==> src/hdl/dispersion_wavelength_calibrator_macros.svh <==
// assertion helpers, sampled on clk and disabled while rst_n is low
`ifndef DISPERSION_WAVELENGTH_CALIBRATOR_MACROS_SVH
`define DISPERSION_WAVELENGTH_CALIBRATOR_MACROS_SVH

// same-cycle implication
`define DWC_ASSERT_NOW(lbl, ante, cons, msg) \
  lbl: assert property (@(posedge clk) disable iff (!rst_n) (ante) |-> (cons)) \
    else $error(msg);

// next-cycle implication
`define DWC_ASSERT_NEXT(lbl, ante, cons, msg) \
  lbl: assert property (@(posedge clk) disable iff (!rst_n) (ante) |=> (cons)) \
    else $error(msg);

`endif

==> src/hdl/dwc_pkg.sv <==
package dwc_pkg;

  localparam int VAL_W     = 64;
  localparam int POS_W     = 32;
  localparam int WID_W     = 63;
  localparam int COEF_FRAC = 40;
  localparam int NUM_LANES = 3;
  localparam int ORDER_W   = 3;
  localparam int IDX_W     = 3;
  localparam int MUL_LAT   = 4;
  localparam int DIV_STEPS = 64;
  localparam int DIV_LAT   = DIV_STEPS + 3;

  typedef logic signed [VAL_W-1:0] val_t;

  localparam val_t VAL_MAX = {1'b0, {(VAL_W-1){1'b1}}};
  localparam val_t VAL_MIN = {1'b1, {(VAL_W-1){1'b0}}};

  typedef enum logic [IDX_W-1:0] {
    REG_PRISM_MODE = 3'd0,
    REG_POLY_ORDER = 3'd1,
    REG_COEFF_0    = 3'd2,
    REG_COEFF_1    = 3'd3,
    REG_COEFF_2    = 3'd4,
    REG_COEFF_3    = 3'd5,
    REG_COEFF_4    = 3'd6,
    REG_COEFF_5    = 3'd7
  } reg_idx_t;

  typedef enum logic [1:0] {
    ST_OK   = 2'd0,
    ST_POLE = 2'd1,
    ST_SAT  = 2'd2
  } status_t;

  typedef struct packed {
    logic sat;
    val_t val;
  } sval_t;

  typedef struct packed {
    val_t acc;
    val_t opnd;
    logic sat;
  } lane_t;

  typedef struct packed {
    logic                        pole;
    lane_t [NUM_LANES-1:0]       lane;
  } item_t;

  typedef struct packed {
    logic               prism;
    logic [ORDER_W-1:0] order;
  } mode_t;

  function automatic sval_t sat_add(val_t a, val_t b);
    logic [VAL_W:0] s;
    sval_t r;
    s = {a[VAL_W-1], a} + {b[VAL_W-1], b};
    r.sat = s[VAL_W] ^ s[VAL_W-1];
    r.val = r.sat ? (s[VAL_W] ? VAL_MIN : VAL_MAX) : val_t'(s[VAL_W-1:0]);
    return r;
  endfunction

  function automatic sval_t sat_sub(val_t a, val_t b);
    logic [VAL_W:0] s;
    sval_t r;
    s = {a[VAL_W-1], a} - {b[VAL_W-1], b};
    r.sat = s[VAL_W] ^ s[VAL_W-1];
    r.val = r.sat ? (s[VAL_W] ? VAL_MIN : VAL_MAX) : val_t'(s[VAL_W-1:0]);
    return r;
  endfunction

  function automatic logic [VAL_W-1:0] mag(val_t v);
    logic [VAL_W-1:0] u;
    u = v;
    return v[VAL_W-1] ? (~u + 1'b1) : u;
  endfunction

  // magnitude with an overflow bit on top, back to a signed value
  function automatic sval_t from_mag(logic neg, logic [VAL_W:0] m);
    sval_t r;
    if (!neg) begin
      r.sat = m[VAL_W] | m[VAL_W-1];
      r.val = r.sat ? VAL_MAX : val_t'(m[VAL_W-1:0]);
    end else begin
      r.sat = m[VAL_W] | (m[VAL_W-1] & (|m[VAL_W-2:0]));
      r.val = r.sat ? VAL_MIN : val_t'(~m[VAL_W-1:0] + 1'b1);
    end
    return r;
  endfunction

endpackage

==> src/hdl/dwc_front.sv <==
module dwc_front #(
  parameter int NUM_COEFFS    = 6,
  parameter int POS_FRAC_BITS = 16
) (
  input  logic                              clk,
  input  logic                              rst_n,
  input  logic                              adv,
  input  dwc_pkg::mode_t                    mode,
  input  dwc_pkg::val_t                     coeff [NUM_COEFFS],
  input  logic                              in_vld,
  input  logic signed [dwc_pkg::POS_W-1:0]  in_pos,
  output logic                              out_vld,
  output dwc_pkg::item_t                    out_item
);

  localparam int VW = dwc_pkg::VAL_W;
  localparam int NL = dwc_pkg::NUM_LANES;
  localparam int SH = dwc_pkg::COEF_FRAC - POS_FRAC_BITS;
  localparam int CW = $clog2(NUM_COEFFS);
  localparam dwc_pkg::val_t HALF = dwc_pkg::val_t'(1) << (POS_FRAC_BITS - 1);

  logic [2:0]     vld_r, vld_nxt;
  dwc_pkg::val_t  x0_r [NL];
  dwc_pkg::val_t  x1_r [NL];
  dwc_pkg::val_t  xq_r [NL];
  logic [NL-1:0]  xsat_r;
  dwc_pkg::item_t item_r, item_nxt;
  dwc_pkg::val_t  xin;
  dwc_pkg::val_t  xq  [NL];
  logic [NL-1:0]  xsat;

  always_comb begin
    xin = {{(VW-dwc_pkg::POS_W){in_pos[dwc_pkg::POS_W-1]}}, in_pos};
  end

  // position scaled up to the coefficient format, clamped
  always_comb begin
    logic [VW+SH-1:0] xw;
    for (int l = 0; l < NL; l++) begin
      xw = {{SH{x0_r[l][VW-1]}}, x0_r[l]} << SH;
      xsat[l] = !((&xw[VW+SH-1:VW-1]) || !(|xw[VW+SH-1:VW-1]));
      xq[l] = xsat[l] ? (xw[VW+SH-1] ? dwc_pkg::VAL_MIN : dwc_pkg::VAL_MAX)
                      : dwc_pkg::val_t'(xw[VW-1:0]);
    end
  end

  always_comb begin
    dwc_pkg::sval_t d;
    item_nxt.pole = 1'b0;
    for (int l = 0; l < NL; l++) begin
      d = dwc_pkg::sat_sub(xq_r[l], coeff[0]);
      item_nxt.lane[l].acc  = coeff[mode.order[CW-1:0]];
      item_nxt.lane[l].opnd = mode.prism ? d.val : x1_r[l];
      item_nxt.lane[l].sat  = mode.prism & (xsat_r[l] | d.sat);
      item_nxt.pole         = item_nxt.pole | (mode.prism & (d.val == '0));
    end
  end

  assign vld_nxt = {vld_r[1:0], in_vld};

  always_ff @(posedge clk) begin
    if (!rst_n) begin
      vld_r <= '0;
    end else if (adv) begin
      vld_r <= vld_nxt;
    end
  end

  always_ff @(posedge clk) begin
    if (adv) begin
      x0_r[0] <= xin;
      x0_r[1] <= xin - HALF;
      x0_r[2] <= xin + HALF;
      x1_r    <= x0_r;
      xq_r    <= xq;
      xsat_r  <= xsat;
      item_r  <= item_nxt;
    end
  end

  assign out_vld  = vld_r[2];
  assign out_item = item_r;

endmodule

==> config.mk <==
export PLATFORM = sky130hd
export DESIGN_NAME = dwc_front
export DESIGN_NICKNAME = d
export VERILOG_FILES = /design/src/hdl/dispersion_wavelength_calibrator_macros.svh /design/src/hdl/dwc_pkg.sv /design/src/hdl/dwc_front.sv
export SDC_FILE = /design/constraint.sdc
export NUM_CORES = 1
export LEC_CHECK = 0
export ABC_AREA = 0
export BUFFER_PORTS_ARGS = -buffer_cell sky130_fd_sc_hd__buf_2
export CAP_MARGIN = 20
export CORE_AREA = 2 2 318 320
export DETAILED_ROUTE_END_ITERATION = 16
export DIE_AREA = 0 0 320 322
export GPL_TIMING_DRIVEN = 0
export PLACE_DENSITY = 0.59
export SLEW_MARGIN = 20
export SYNTH_ARGS = -nofsm -noshare
export SYNTH_HDL_FRONTEND = slang
export SYNTH_SLANG_ARGS = --single-unit
==> constraint.sdc <==
create_clock -name clk -period 9.95 [get_ports clk]
set_input_delay 0.995 -clock clk [delete_from_list [all_inputs] [get_ports clk]]
set_output_delay 0.995 -clock clk [all_outputs]
set_load 0.005 [all_outputs]
**Word-level counts from Yosys, hierarchy flattened**

Index checks and enable logic that the tools add are counted.

- Add/sub/neg operators: 5
- $lt $le $gt $ge: 1
- Muxes and demuxes: 18
- Bitwise gates (word level): 15
- Reductions and logical operators: 18

Operators by type and width:

| cell | number |
|---|---|
| $mux 64 | 17 |
| $sub 64x64->65 | 3 |
| $bmux 64 s3 | 1 |
| $logic_not 64->1 | 3 |
| $reduce_and 25->1 | 3 |
| $reduce_or 25->1 | 3 |
| $add 32x17->33 const B | 1 |
| $sub 32x17->33 const B | 1 |
| $and 1x1->1 | 6 |
| $logic_not 1->1 | 6 |
| $or 1x1->1 | 5 |
| $ge 4x4->1 const B | 1 |
| $not 3->4 | 1 |
| $logic_or 1x1->1 | 3 |
| $xor 1x1->1 | 3 |

- Register bits after elaboration: 778
- Bits of input ports: 424
- Output and inout bits: 389
- Logic and storage cells: 79

**Logic depth before layout (Yosys ltp)**

Gate-level depths: netlist of the first run.

- Depth in word-level cells: 7
- Depth in mapped cells: 18
- Depth with buffers taken out: 14

**Least setup slack after synthesis of the first run**

No wires, ideal clock.

- Kind: in2reg
- Start: input port coeff[322] (netlist bit)
- End: register item_r, in the netlist out_item[53] (data pin)
- Library setup time: 0.272 ns
- Arrival time: 4.661 ns
- Setup slack: 5.016 ns
- Stages on the path: 14
- Buffers on the path: 3
- Cells stage by stage: clkbuf_1 > or4_1 > or4_4 > o31ai_4 > o211ai_1 > and4b_1 > or4_4 > a31oi_4 > mux2_4 > or2_2 > buf_6 > buf_12 > a21oi_2 > nor2_2

RTL lines:

| element | RTL line | source |
|---|---|---|
| start: declaration | dwc_front.sv:9 | `input dwc_pkg::val_t coeff [NUM_COEFFS],` |
| end signal: assignment | dwc_front.sv:77 | `item_r <= item_nxt;` |
| end: declaration | dwc_front.sv:27 | `dwc_pkg::item_t item_r, item_nxt;` |

==> reports/results.tsv, run 1 <==
metric	value	unit
first-pass GRT wire length	186000	µm
initial antenna violation count	23	
Hold WC Path Type	reg -> reg	
Max Clock Freq	154	MHz
PortBufs	803	
Netlist cell types	92	
TritonRoute pass-1 iters	8	
CP required	10220	ps
P_int	3.88	mW
ys async rst share	0	%
Yosys reg bits	397	
crit path DAT	6780	ps
post-cts sizing count	0	
DRT antenna net count	0	
Die Y	322	µm
Final TNS setup	0	ps
Mean Syn Cell Area	10.4	µm²
switching pwr	2.02	mW
Storage cell area	11900	µm²
clock buffer count from CTS	50	
fin crit period	6500	ps
maximum VDD drop	113	µV
share of power burned in registers	37.2	%
commonest non-fill, non-tap cell in the layout	buf_2	
largest net degree at the start of global routing	97	
setup violators final	0	
Tcrit/Tclk final	65.4	%
Post-Layout Cell Count	4833	
number of global-route vias before repair	24100	
Syn. warnings	0	
fill count	10300	
Iter 0 DRT Violations	2355	
MaxCap Viol Count	0	
CTS Hold Bufs	0	
P&R area growth vs syn	27.7	%
most frequent cells in the layout	buf_2, edfxtp_1, a21oi_1	
crit path launch type	input port	
Lkg Pwr	14.7	nW
Routed WL	138000	µm
H-tree level count	2	
Worst-Skew Late Latency	620	ps
Final GP Congestion	0.984	
multi-input logic area	13000	µm²
grt ovf	0	
relative slew slack	25.2	%
layout cell share with drive strength beyond 1	35.6	%
Clock Skew	22.8	ps
area of the mapped netlist	27300	µm²
Final #Nets	4006	
Vias/cell	5.26	
DIE WIDTH	320	µm
row cnt	116	
Root Driver	clkbuf_16	
DPL Wire Length	114000	µm
prevailing post-synth register cell	edfxtp_1	
Final Hold Viols	0	
largest buffer count on any clock path	3	
Worst Path Class, Setup	in -> reg	
sequential element share of the synthesized area	43.6	%
WL/cell	28.5	µm
Total Routing Usage GR	25.6	%
Clk pwr share	32.3	%
Clk pin slew, worst setup/hold paths	60	ps
final core utilization	34.9	%
Worst Tran Pin Value	1120	ps
TritonCTS clock tree	built	
Finished Cell Area	34800	µm²
Post-route DRC	0	
DR vias	25400	
PD cells	169	nW/µm²
Syn Inst Count	2627	
Net Sw Frac	34.2	%
Clock Sinks	397	
RSZ-0062 raised after global routing	no	
syn_nets	3145	
Placed Cells	4734	
crit end category	flop	
Crit Path Max Fanout	10	
Final Slew Violations	0	
number of synthesized flops with an enable pin	394	
die area	103000	µm²
I/O pin count	813	
post-CTS setup buffer count	0	
total core area	99600	µm²
status	finished, final reports clean	
Placed Area	33100	µm²
Starting Density	27.4	%
Comb pwr share	30.4	%
## Yosys cell counts (68+ instances only)
cell type / count / area [µm²]
clkbuf_1: 123 / 462
buf_4: 135 / 1010
a21o_1: 86 / 646
inv_1: 158 / 593
a21oi_1: 207 / 1040
nor2_1: 169 / 634
o21ai_0: 122 / 611
o22ai_1: 68 / 425
mux2i_1: 70 / 701
ha_1: 94 / 1180
nand2_1: 145 / 544
edfxtp_1: 394 / 11800
xnor2_1: 87 / 762
## critical path, stage by stage
cell	delay (ps)
buf_2	120
clkbuf_1	310
inv_1	200
ha_1	220
nor3b_1	750
nand3_1	480
o41ai_4	640
o21ai_1	250
a211oi_1	740
o21a_1	270
o31ai_1	110
a311oi_1	310
xor2_1	470
o41ai_1	240
o211ai_1	320
o311ai_1	340
## final timing paths
check / start / end / slack [ps] / cells past startpoint
worst max-delay path: coeff[320] / out_item[387] / 3450 / 16
worst min-delay path: x0_r[135] / x1_r[135] / 410 / 0
worst max register to register: x1_r[129] / out_item[5] / 3830 / 13
worst min register to register: x0_r[135] / x1_r[135] / 410 / 0
## registers in the layout (all words and copies together), names as in the netlist
signal / flops
out_item: 260
vld_r: 3
x0_r: 67
x1_r: 66
xq_r: 1
## power by group through the flow
stage	logic [mW]	clock network, mW	registers [mW]
floorplan	0.959	0	2.16
global placement	1.75	0	2.25
detailed placement	1.76	0	2.22
CTS	1.77	1.96	2.19
global route	1.90	2.03	2.21
finish	1.79	1.91	2.19
## area by class of cell
type                       count  area share [%]
buffer                       297            5.03
multi-input combinational   1772            37.5
antenna                        5          0.0360
tap                         1298            4.67
sequential                   397            34.2
inverter                     161            1.74
clock buffer                  60            3.89
clock inverter                34            1.05
timing repair buffer         809            11.9
## logic make-up after synthesis
family	count (synthesis)	share of synthesized area (%)
mux	155	8.74
compound gates	722	17.4
buf+inv	458	8.61
flops	397	43.6
xor+xnor	152	4.91
simple gates	629	11.7
fa+ha+maj	114	5.09
## per-stage QoR
step	setup WS, ps	hold WS [ps]	power (mW)
2_1_floorplan	5020	400	3.12
3_3_place_gp	1400	401	4.00
3_5_place_dp	3060	405	3.98
4_1_cts	3690	410	5.92
5_1_grt	3340	421	6.13
6_report	3450	410	5.89
## metal layers
metal	up-vias	global-route usage, %	wire length (µm)
li1	11400	-	-
met1	12500	31.9	55300
met2	1263	42.8	65300
met4	18	11.8	7130
met5	-	0	110
met3	261	4.85	9970
No activity file was read; power rests on OpenSTA's default activity.
==> run 2, diff against run 1 <==
ABC_AREA = 1   (was 0)
CORE_AREA = 2 2 321 323   (was 2 2 318 320)
DIE_AREA = 0 0 323 325   (was 0 0 320 322)
PLACE_DENSITY = 0.6   (was 0.59)
clock period = 6.8 ns   (was 9.95 ns; I/O delays follow)
==> run 2 against run 1 <==
Final cell count rose by 31%. Global-route usage rose by 12 points. Non-clock buffer count fell by 15. Sequential share of layout area fell by 1.9 points. Power rose by 47%. Clock power rose by 25%. Count of clock-buffer cells in the layout fell by 9. Core utilization rose by 1.4 points. Sequential power rose by 47%. Largest cell class unchanged. Highest routed layer unchanged.
==> reports/results.tsv, run 2 <==
metric	value	unit
Syn. warnings	0	
worst hold slack	216	ps
Netlist cell types	47	
CP required	7310	ps
total power	8.68	mW
crit path DAT	5820	ps
Root Driver	clkbuf_16	
fill count	11200	
final core utilization	36.3	%
Clock Sinks	397	
number of synthesized flops with an enable pin	394	
Worst Tran Pin Value	1280	ps
DRT antenna net count	0	
TritonCTS clock tree	built	
post-synth top area share	40.3	%
ys async rst share	0	%
crit-path most repeated cell	nand2_1	
WL/cell	32.0	µm
Crit Path Max Fanout	7	
Largest register FFs	260	
DPL Wire Length	174000	µm
RSZ-0062 raised after global routing	no	
CTS Hold Bufs	0	
Starting Density	29.0	%
die area	105000	µm²
Final Slew Violations	0	
row cnt	117	
Yosys top cell by area	edfxtp_1	
Total Routing Usage GR	37.3	%
setup violators final	0	
post-cts sizing count	0	
maximum VDD drop	171	µV
sequential element share of the synthesized area	40.5	%
Final TNS setup	0	ps
DR vias	33500	
P&R area growth vs syn	25.3	%
largest net degree at the start of global routing	103	
Routed WL	202000	µm
crit path launch type	flop	
fin crit period	5310	ps
Worst-Skew Late Latency	640	ps
critical path, cell by cell	ha_1 -> nand2_1 -> nor2_1 -> nand2_1 -> inv_1 -> nand3_1 -> inv_1 -> nand3_1 -> nand4_1 -> nand2_1 -> o21ai_0 -> nand2_1 -> nor2_1 -> nand2_1 -> nor2_1 -> nand3_1 -> nand3_1 -> nand2_1 -> inv_1	
Die Y	325	µm
number of global-route vias before repair	31200	
Worst Path Class, Setup	reg -> reg	
DIE WIDTH	323	µm
Final Hold Viols	0	
PD cells	236	nW/µm²
layout cell share with drive strength beyond 1	22.9	%
top cells by area, synth	edfxtp_1, nand2_1, o21ai_0	
grt ovf	0	
Tcrit/Tclk final	78.1	%
Iter 0 DRT Violations	3829	
first-pass GRT wire length	265000	µm
most frequent cell after synthesis	nand2_1	
Final GP Congestion	1.03	
total core area	101000	µm²
TritonRoute pass-1 iters	6	
initial antenna violation count	43	
Mean Syn Cell Area	7.29	µm²
area of the mapped netlist	29400	µm²
Vias/cell	5.31	
MaxCap Viol Count	0	
Final #Nets	5413	
slowest stage delay, CP	650	ps
Post-route DRC	0	
Critical-path top delay cell	ha_1	
Lkg Pwr	17.1	nW
PortBufs	811	
status	finished, final reports clean	
Finished Cell Area	36800	µm²
Hold WC Path Type	in -> reg	
commonest non-fill, non-tap cell in the layout	nand2_1	
Yosys reg bits	397	
top cells by count, synth	nand2_1, nor2_1, inv_1	
Syn Inst Count	4031	
Max Clock Freq	188	MHz
syn_nets	4549	
post-CTS setup buffer count	0	
H-tree level count	2	
prevailing post-synth register cell	edfxtp_1	
Placed Area	35300	µm²
R2R setup slack	1490	ps
relative slew slack	14.1	%
largest buffer count on any clock path	3	
Clock Skew	33.1	ps
crit end category	flop	
most frequent cells in the layout	nand2_1, buf_2, nor2_1	
I/O pin count	813	
clock buffer count from CTS	44	
Clk pin slew, worst setup/hold paths	70	ps
## run 2: cell types whose count changed in the layout (fill, tap and decap cells not counted), sizes merged, moves of 114 or more
cell   previous run  this run
a21oi           238       352
o21ai           143       416
nand3            46       173
inv             163       438
nor2            201       527
nand2           145      1064
## run 2: final cells by class
cell class                      count  area (µm²)  share of cell area [%]
Antenna cell                       25        62.6                   0.170
Sequential cell                   397       11900                    32.3
Buffer                            273        1600                    4.35
Tap cell                         1368        1710                    4.65
Inverter                          440        1650                    4.49
Multi-Input combinational cell   2921       14300                    38.8
Clock buffer                       51        1140                    3.09
Timing Repair Buffer              818        4210                    11.4
Clock inverter                     28         273                   0.741
## run 2: stage by stage
stage | setup slack [ps] | cells
3_5_place_dp | 1500 | 6217
4_1_cts | 1740 | 6296
6_report | 1490 | 6321
5_1_grt | 1590 | 6306
2_1_floorplan | 3710 | 4031
3_3_place_gp | -1280 | 6210
## run 2: worst paths after layout
kind,to,cells after the start,from
min reg2reg,x1_r[144],0,x0_r[144]
min,x0_r[140],1,in_pos[12]
max reg2reg,out_item[387],19,x1_r[135]
max,out_item[387],19,x1_r[135]
## run 2: worst max-delay path, delay by kind of cell (launching register included)
kind	cells	cell delay, ps
DFF	1	600
adders and majority gates	1	650
and+or+nand+nor	14	2950
AOI/OAI and AO/OA	1	170
buffers and inverters	3	790
## run 2: power breakdown
part	internal, mW	total (mW)	switching (mW)
Clock	1.32	2.38	1.06
Sequential	3.01	3.23	0.223
Combinational	0.902	3.07	2.16
## run 2: routing by layer
metal  vias to the layer above  track usage (%)  wire [µm]
met4                        12             15.0       8660
met1                     16300             53.8      90900
li1                      15000                -          -
met2                      1889             54.6      85300
met5                         -                0         64
met3                       271             6.67      17300
## run 2: cell families after synthesis
family | share of synthesized area [%]
AOI/OAI and AO/OA | 15.0
DFF | 40.5
adders and majority gates | 4.00
buffers and inverters | 11.1
xor gates and xnor gates | 3.10
and+or+nand+nor | 26.4
